`src/sv/priority_quantum_scheduler_core_assert.svh`:
```
// ----------------------------------------------------------------------------
// Assertion macros for the priority quantum scheduler
// Clocked property checks that drop out when SYNTH is defined.
// ----------------------------------------------------------------------------
`ifndef PRIORITY_QUANTUM_SCHEDULER_CORE_ASSERT_SVH
`define PRIORITY_QUANTUM_SCHEDULER_CORE_ASSERT_SVH

`ifndef SYNTH
// Property checked on every rising edge, off while reset is high
`define PQS_ASSERT(lbl, prop, msg) \
  lbl: assert property (@(posedge clk) disable iff (rst) (prop)) else $error(msg);
// Implication checked on every rising edge, off while reset is high
`define PQS_ASSERT_IMPL(lbl, ante, cons, msg) \
  lbl: assert property (@(posedge clk) disable iff (rst) (ante) |-> (cons)) else $error(msg);
`else
`define PQS_ASSERT(lbl, prop, msg)
`define PQS_ASSERT_IMPL(lbl, ante, cons, msg)
`endif

`endif

```
`src/sv/pqs_pkg.sv`:
```
// ----------------------------------------------------------------------------
// pqs_pkg
// Shared sizes, codes and table port types for the priority quantum scheduler.
// ----------------------------------------------------------------------------
package pqs_pkg;

  // Table size and derived widths
  localparam int MAX_PROCS = 16;
  localparam int IDX_W     = $clog2(MAX_PROCS);
  localparam int CNT_W     = $clog2(MAX_PROCS + 1);

  // Command codes
  typedef enum logic [1:0] {
    CMD_ADD  = 2'd0,
    CMD_STEP = 2'd1,
    CMD_READ = 2'd2,
    CMD_NOP  = 2'd3
  } cmd_t;

  // Result status codes
  typedef enum logic [2:0] {
    ST_ADDED  = 3'd0,
    ST_FULL   = 3'd1,
    ST_RAN    = 3'd2,
    ST_IDLE   = 3'd3,
    ST_READ   = 3'd4,
    ST_BADIDX = 3'd5
  } status_t;

  // Sequencer states
  typedef enum logic [3:0] {
    S_IDLE,
    S_ADD,
    S_READ,
    S_READ_WAIT,
    S_SCAN,
    S_FETCH,
    S_FETCH_WAIT,
    S_UPDATE,
    S_FINISH,
    S_NOP
  } state_t;

  // Table write controls, one write address shared by all fields
  typedef struct packed {
    logic             we_id;
    logic             we_rem;
    logic             we_prio;
    logic             we_lat;
    logic [IDX_W-1:0] addr;
    logic [15:0]      id;
    logic [15:0]      rem;
    logic [7:0]       prio;
    logic [31:0]      lat;
  } tbl_wr_t;

  // Registered table read data
  typedef struct packed {
    logic [15:0] id;
    logic [15:0] rem;
    logic [7:0]  prio;
    logic [31:0] lat;
  } tbl_rd_t;

endpackage

```
`src/sv/pqs_table.sv`:
```
// ----------------------------------------------------------------------------
// pqs_table
// Process table memory: one write port and one registered read port.
// ----------------------------------------------------------------------------
module pqs_table
  import pqs_pkg::*;
(
  input  logic             clk,
  input  tbl_wr_t          wr,
  input  logic [IDX_W-1:0] rd_addr,
  output tbl_rd_t          rd
);

  logic [15:0] ids   [MAX_PROCS];
  logic [15:0] rems  [MAX_PROCS];
  logic [7:0]  prios [MAX_PROCS];
  logic [31:0] lats  [MAX_PROCS];

  // Per-field write
  always_ff @(posedge clk) begin
    if (wr.we_id)   ids[wr.addr]   <= wr.id;
    if (wr.we_rem)  rems[wr.addr]  <= wr.rem;
    if (wr.we_prio) prios[wr.addr] <= wr.prio;
    if (wr.we_lat)  lats[wr.addr]  <= wr.lat;
  end

  // Registered read, all fields at one address
  always_ff @(posedge clk) begin
    rd.id   <= ids[rd_addr];
    rd.rem  <= rems[rd_addr];
    rd.prio <= prios[rd_addr];
    rd.lat  <= lats[rd_addr];
  end

endmodule

```
`src/sv/priority_quantum_scheduler_core.sv`:
```
// ----------------------------------------------------------------------------
// priority_quantum_scheduler_core
// Non-preemptive priority scheduler over a process table with a time quantum.
// ----------------------------------------------------------------------------
// Usage:
//   Command channel: drive cmd and its fields with start high while busy is
//   low; the beat is taken on that edge and busy rises on the next cycle.
//   Result channel: done pulses for one cycle with status, out_id,
//   out_remaining and out_latency; the receiver cannot stall, so the beat
//   must be captured in that cycle.
//   Config: quantum_we writes quantum_wdata into the quantum register; write
//   it only while the block is idle.
// Sequencing (N = entries in the table):
//   add and unused command: S_ADD or S_NOP, then done.
//   read: S_READ, then S_READ_WAIT unless the index is out of range.
//   step: a scan pass; if an entry runs, S_FETCH, S_FETCH_WAIT, an update
//   pass and S_FINISH. The single table read port sets this: one pass of
//   N reads finds the winner, a second read-modify-write pass adds the run
//   time to the latency of every entry with nonzero priority.
//   A new command can be accepted in the cycle done is high.
// Reset: synchronous rst empties the table (count zero) and sets quantum to
//   1. Table contents are not cleared; entries at or above the count are
//   never read.
// ----------------------------------------------------------------------------
module priority_quantum_scheduler_core
  import pqs_pkg::*;
(
  input  logic        clk,
  input  logic        rst,
  input  logic        start,
  output logic        busy,
  input  logic [1:0]  cmd,
  input  logic [15:0] proc_id,
  input  logic [15:0] run_time,
  input  logic [7:0]  prio,
  input  logic [3:0]  entry_index,
  input  logic        quantum_we,
  input  logic [15:0] quantum_wdata,
  output logic        done,
  output logic [2:0]  status,
  output logic [15:0] out_id,
  output logic [15:0] out_remaining,
  output logic [31:0] out_latency
);

  state_t state, state_next;

  logic [CNT_W-1:0] count;
  logic [15:0]      quantum;

  // Latched command beat
  cmd_t        cmd_q;
  logic [15:0] id_q;
  logic [15:0] time_q;
  logic [7:0]  prio_q;
  logic [3:0]  idx_q;

  // Sequencer datapath
  logic [CNT_W-1:0] ptr;
  logic             vld;
  logic [IDX_W-1:0] vidx;
  logic [7:0]       best;
  logic [IDX_W-1:0] pos;
  logic [15:0]      run;
  logic [15:0]      id_r;
  logic [15:0]      rem_r;
  logic [31:0]      lat_r;

  tbl_wr_t          wr;
  tbl_rd_t          rd;
  logic [IDX_W-1:0] rd_addr;

  logic        issue;
  logic        pass_end;
  logic        read_bad;
  logic        full;
  logic [15:0] run_calc;
  logic [15:0] rem_calc;
  logic [32:0] lat_sum;
  logic [31:0] lat_sat;

  assign busy     = (state != S_IDLE);
  assign pass_end = (ptr == count) && !vld;
  assign read_bad = int'(idx_q) >= int'(count);
  assign full     = (count == CNT_W'(MAX_PROCS));

  // Shared arithmetic: run slice, remaining time, saturating latency add
  assign run_calc = (quantum > rd.rem) ? rd.rem : quantum;
  assign rem_calc = rd.rem - run_calc;
  assign lat_sum  = {1'b0, rd.lat} + {17'd0, run};
  assign lat_sat  = lat_sum[32] ? '1 : lat_sum[31:0];

  pqs_table u_table (
    .clk     (clk),
    .wr      (wr),
    .rd_addr (rd_addr),
    .rd      (rd)
  );

  // State register
  always_ff @(posedge clk) begin
    if (rst) begin
      state <= S_IDLE;
    end else begin
      state <= state_next;
    end
  end

  // Next state and table controls
  always_comb begin
    state_next = state;
    wr         = '0;
    rd_addr    = ptr[IDX_W-1:0];
    issue      = 1'b0;
    unique case (state)
      S_IDLE: begin
        if (start) begin
          unique case (cmd_t'(cmd))
            CMD_ADD:  state_next = S_ADD;
            CMD_STEP: state_next = S_SCAN;
            CMD_READ: state_next = S_READ;
            CMD_NOP:  state_next = S_NOP;
          endcase
        end
      end
      S_ADD: begin
        if (!full) begin
          wr.we_id   = 1'b1;
          wr.we_rem  = 1'b1;
          wr.we_prio = 1'b1;
          wr.we_lat  = 1'b1;
          wr.addr    = count[IDX_W-1:0];
          wr.id      = id_q;
          wr.rem     = time_q;
          wr.prio    = prio_q;
          wr.lat     = '0;
        end
        state_next = S_IDLE;
      end
      S_READ: begin
        rd_addr    = IDX_W'(idx_q);
        state_next = read_bad ? S_IDLE : S_READ_WAIT;
      end
      S_READ_WAIT: state_next = S_IDLE;
      S_SCAN: begin
        issue = (ptr < count);
        if (pass_end) begin
          state_next = (best == '0) ? S_IDLE : S_FETCH;
        end
      end
      S_FETCH: begin
        rd_addr    = pos;
        state_next = S_FETCH_WAIT;
      end
      S_FETCH_WAIT: begin
        wr.we_rem  = 1'b1;
        wr.addr    = pos;
        wr.rem     = rem_calc;
        state_next = S_UPDATE;
      end
      S_UPDATE: begin
        issue = (ptr < count);
        if (vld && rd.prio != '0) begin
          wr.we_lat = 1'b1;
          wr.addr   = vidx;
          wr.lat    = lat_sat;
        end
        if (pass_end) state_next = S_FINISH;
      end
      S_FINISH: begin
        if (rem_r == '0) begin
          wr.we_prio = 1'b1;
          wr.addr    = pos;
          wr.prio    = '0;
        end
        state_next = S_IDLE;
      end
      S_NOP: state_next = S_IDLE;
      default: state_next = S_IDLE;
    endcase
  end

  // Control registers
  always_ff @(posedge clk) begin
    if (rst) begin
      count   <= '0;
      quantum <= 16'd1;
      vld     <= 1'b0;
      done    <= 1'b0;
    end else begin
      if (quantum_we) quantum <= quantum_wdata;
      if (state == S_ADD && !full) count <= count + CNT_W'(1);
      vld  <= issue;
      done <= (state == S_ADD) || (state == S_READ && read_bad) ||
              (state == S_READ_WAIT) || (state == S_SCAN && pass_end && best == '0) ||
              (state == S_FINISH) || (state == S_NOP);
    end
  end

  // Datapath and result registers
  always_ff @(posedge clk) begin
    vidx <= ptr[IDX_W-1:0];
    if (issue) ptr <= ptr + CNT_W'(1);
    unique case (state)
      S_IDLE: begin
        ptr  <= '0;
        best <= '0;
        if (start) begin
          cmd_q  <= cmd_t'(cmd);
          id_q   <= proc_id;
          time_q <= run_time;
          prio_q <= prio;
          idx_q  <= entry_index;
        end
      end
      S_ADD: begin
        status        <= full ? ST_FULL : ST_ADDED;
        out_id        <= '0;
        out_remaining <= '0;
        out_latency   <= '0;
      end
      S_READ: begin
        status        <= ST_BADIDX;
        out_id        <= '0;
        out_remaining <= '0;
        out_latency   <= '0;
      end
      S_READ_WAIT: begin
        status        <= ST_READ;
        out_id        <= rd.id;
        out_remaining <= rd.rem;
        out_latency   <= rd.lat;
      end
      S_SCAN: begin
        // strict compare keeps the lowest index on a tie
        if (vld && rd.prio > best && rd.rem != '0) begin
          best <= rd.prio;
          pos  <= vidx;
        end
        status        <= ST_IDLE;
        out_id        <= '0;
        out_remaining <= '0;
        out_latency   <= '0;
      end
      S_FETCH: ;
      S_FETCH_WAIT: begin
        run   <= run_calc;
        id_r  <= rd.id;
        rem_r <= rem_calc;
        ptr   <= '0;
      end
      S_UPDATE: begin
        if (vld && vidx == pos) lat_r <= (rd.prio != '0) ? lat_sat : rd.lat;
      end
      S_FINISH: begin
        status        <= ST_RAN;
        out_id        <= id_r;
        out_remaining <= rem_r;
        out_latency   <= lat_r;
      end
      S_NOP: begin
        status        <= ST_IDLE;
        out_id        <= '0;
        out_remaining <= '0;
        out_latency   <= '0;
      end
      default: ;
    endcase
  end

  // Checks
  `include "priority_quantum_scheduler_core_assert.svh"

  `PQS_ASSERT_IMPL(a_accept_busy, start && !busy, ##1 busy, "accepted beat did not raise busy")
  `PQS_ASSERT_IMPL(a_done_after_busy, done, $past(busy), "result beat without a command")
  `PQS_ASSERT(a_count_range, count <= CNT_W'(MAX_PROCS), "entry count beyond table size")
  `PQS_ASSERT_IMPL(a_empty_fields,
                   done && (status == ST_ADDED || status == ST_FULL || status == ST_IDLE ||
                            status == ST_BADIDX),
                   out_id == '0 && out_remaining == '0 && out_latency == '0,
                   "nonzero fields on an empty result")
  `PQS_ASSERT_IMPL(a_ran_cmd, done && status == ST_RAN, cmd_q == CMD_STEP,
                   "ran status for a command other than step")

endmodule
```
`config.mk`:
```
export PLATFORM = sky130hd
export DESIGN_NAME = priority_quantum_scheduler_core
export DESIGN_NICKNAME = d
export VERILOG_FILES = /design/src/sv/pqs_pkg.sv /design/src/sv/pqs_table.sv /design/src/sv/priority_quantum_scheduler_core.sv
export VERILOG_INCLUDE_DIRS = /design/src /design/src/sv
export SDC_FILE = /design/constraint.sdc
export NUM_CORES = 2
export LEC_CHECK = 0
export BUFFER_PORTS_ARGS = -buffer_cell sky130_fd_sc_hd__buf_2
export CORE_MARGIN = 2
export CORE_UTILIZATION = 30
export CTS_BUF_LIST = sky130_fd_sc_hd__clkbuf_4 sky130_fd_sc_hd__clkbuf_8 sky130_fd_sc_hd__clkbuf_16
export DETAILED_ROUTE_END_ITERATION = 8
export PLACE_DENSITY = 0.46
export SLEW_MARGIN = 10
export SYNTH_ARGS = -nofsm -noshare
export SYNTH_HDL_FRONTEND = slang
export SYNTH_SLANG_ARGS = --single-unit
```
`constraint.sdc`:
```
create_clock -name clk -period 6.5 [get_ports clk]
set_input_delay 0.975 -clock clk [delete_from_list [all_inputs] [get_ports clk]]
set_output_delay 0.975 -clock clk [all_outputs]
set_load 0.1 [all_outputs]
```
==> metrics.txt <==
status=finished, final reports clean; P&R area growth vs syn=16.3%; WP data required=approximately 7000 ps; kind of critical path=reg2reg; Hold Crit Start=proc_id[11]; Seq/Total Area, Yosys=0.718; Post-CTS Hold Fix Bufs=0; GRT Total Usage=0.169; clock-pin slew of the registers on the worst-case setup and hold paths=60 ps; commonest non-fill, non-tap cell in the layout=edfxtp_1; drt pass-1 iters=7; Slew Viols, Final=0; peak fanout along the critical path=16; WL/cell=between 20 and 25 microns; GP Congestion=between 0.8 and 0.9; clock sinks=approximately 1,500; post-DR vias/cell=roughly 5.0; startpoint types=flop; Die ar.=about 200,000 sq um; first-pass GRT wire length=approximately 260 mm; number of synthesis warnings=0; latest clock arrival within the worst-skew pair=just over 800 ps; Detail Route Antenna Nets=0; Final HPWL DP=106 mm; PwrDens=around 340 nW/um^2; maxcap violations=0; DIE HEIGHT=450 microns; r2r setup slk=slightly above 700 ps; Row Count=approximately 160; Worst Skew=42.7 ps; Post-synth EDFFs=approximately 1,400; IO buf count=between 100 and 150; Synth Register Bits=approximately 1,500; DRT Wirelength=174 mm; setup TNS=0 ps; Reg-to-Reg End=u_table.rems[1][10]; Num CTS Buffers=166; largest net degree at the start of global routing=around 100; final worst-path cycle share=0.889; Worst Hold Class=in2reg; Avg Inst Size Synth=12.8 sq um; f_max=around 0.17 GHz; relative slew slack=0.179; gate count of the mapped netlist=between 4,000 and 5,000; RR Startpoint=u_table.rd[49]; I/O pin total=135; CTS tree=yes; initial antenna violation count=16; commonest cells after routing, fill and taps aside=1,355 x edfxtp_1, 1,233 x nand2_1, 301 x nand3_1; post-CTS sizing=0; crit path DAT=6300 ps; Synth cell types=between 70 and 80; Final setup violation count=0; crit end category=flop; min cycle time layout=a little under 6000 ps; Post-CTS Setup Bufs=0; clk buf depth=3; Cell Area, Synth=59,700 sq um; syn_nets=between 4,000 and 5,000; die width=450 microns; Worst Reg-to-Reg Cells=18; final hold vios=0; grt ovf=0; maximum vdd drop=0.000292 V; Primary FF master, synth=edfxtp_1; DRC viols=0; final-stage net count=approximately 4,900; Async SR Flop Fraction=0; clock root buffer=clkbuf_16; hold endpoint=id_q[11]; RSZ-0062 raised after global routing=no; 1st-iter DRT viols=2,806; Least-Margin Pin Slew=roughly 1200 ps; vias in the first global route=37,300; share of cells above drive strength 1=0.127; CORE AREA=approximately 200,000 sq um; worst hold path stage count=1; Initial Util=0.302; smallest hold slack=~360 ps; Vias=about 38,000; LEAKAGE=about 0.024 uW; H-tree lvl count=4
## Yosys cell counts, drive strengths merged (18+ instances only)
master | instances | area share
o21ai | 36 | 0.0030
xnor2 | 23 | 0.0034
and2 | 24 | 0.0025
dfxtp | 108 | 0.036
ha | 69 | 0.014
a311oi | 217 | 0.032
edfxtp | 1355 | 0.68
mux2i | 20 | 0.0034
a21oi | 143 | 0.012
nand2 | 1234 | 0.078
nand3 | 302 | 0.025
nor2 | 178 | 0.011
a22o | 81 | 0.012
a31oi | 90 | 0.0095
buf | 117 | 0.0098
clkbuf | 189 | 0.012
and3 | 186 | 0.020
inv | 60 | 0.0038
nor3 | 18 | 0.0015
## critical path, stage by stage, from the launching register on
cell and delay [ps]:
dfxtp_1 480, inv_1 160, ha_1 330, nand4_1 120
or2_1 260, nor3_1 580, a31oi_2 160, o21ai_0 390
ha_1 220, inv_1 50, fa_1 400, a21o_1 170
a21oi_1 310, and2_1 240, o21ai_0 130, a41oi_1 270
mux2_2 360, nor3_1 370, a22o_1 510
## sequential cells by signal, indices dropped and copies added (netlist names), 32 cells and up
| signal | cells |
|---|---|
| u_table.lats | 512 |
| u_table.ids | 256 |
| u_table.rems | 256 |
| u_table.prios | 128 |
| out_latency | 32 |
| lat_r | 32 |
| u_table.rd | 72 |
## worst max path at each step
stage	slack, ps	end	cells past startpoint	from
after floorplan	90	out_id[0]	4	state[1]
after global placement	940	u_table.rems[13][10]	18	u_table.rd[49]
after detailed placement	850	u_table.rems[14][10]	18	u_table.rd[49]
after CTS	780	u_table.rems[8][10]	18	u_table.rd[49]
after global routing	390	u_table.rems[8][10]	18	u_table.rd[49]
final	720	u_table.rems[1][10]	18	u_table.rd[49]
## power breakdown
| part | internal (uW) | switching, uW | total, uW |
|---|---|---|---|
| Sequential | 10700 | 240 | 10900 |
| Clock | 5480 | 3850 | 9330 |
| Combinational | 895 | 2520 | 3410 |
| Total | 17100 | 6600 | 23700 |
## metal layers
layer | up-vias | wire (microns) | global-route usage
li1 | 17600 | - | -
met1 | 18900 | 77900 | 0.225
met2 | 899 | 82500 | 0.275
met3 | 264 | 8290 | 0.0294
met4 | 8 | 5650 | 0.0611
met5 | - | 47 | 0
## area by class of cell
class | instances | area, sq um
timing repair buffer | 250 | 1790
inverter | 61 | 230
sequential | 1463 | 42900
multi-input combinational | 2835 | 15700
clock inverter | 75 | 716
tap | 2640 | 3300
clock buffer | 230 | 4770
antenna | 5 | 12.5
fill | 19400 | 128000
## per-stage QoR
stage / area [sq um] / setup slack [ps] / cells / util / total power [uW]
CTS: 69400 / 779 / 7554 / 0.351 / 24000
global placement: 63900 / 940 / 7249 / 0.324 / 14600
finish: 69400 / 724 / 7559 / 0.351 / 23700
floorplan: 59700 / 89.9 / 4665 / - / 13400
global route: 69400 / 392 / 7556 / 0.351 / 24600
detailed placement: 63900 / 849 / 7249 / 0.324 / 14600
## cells by family (layout without fill, tap and decap cells)
kind of cell,Yosys count,in the layout,share of synthesized area
AO/OA/AOI/OAI,677,677,0.0836
XOR/XNOR,40,40,0.00587
adder cells (fa/ha/maj),71,71,0.0151
buffers and inverters,367,616,0.0255
flip-flops,1463,1463,0.718
multiplexers,29,29,0.00505
other,0,5,0
AND/OR/NAND/NOR,2018,2018,0.147
Note: power is estimated with default switching activity, not from simulation.
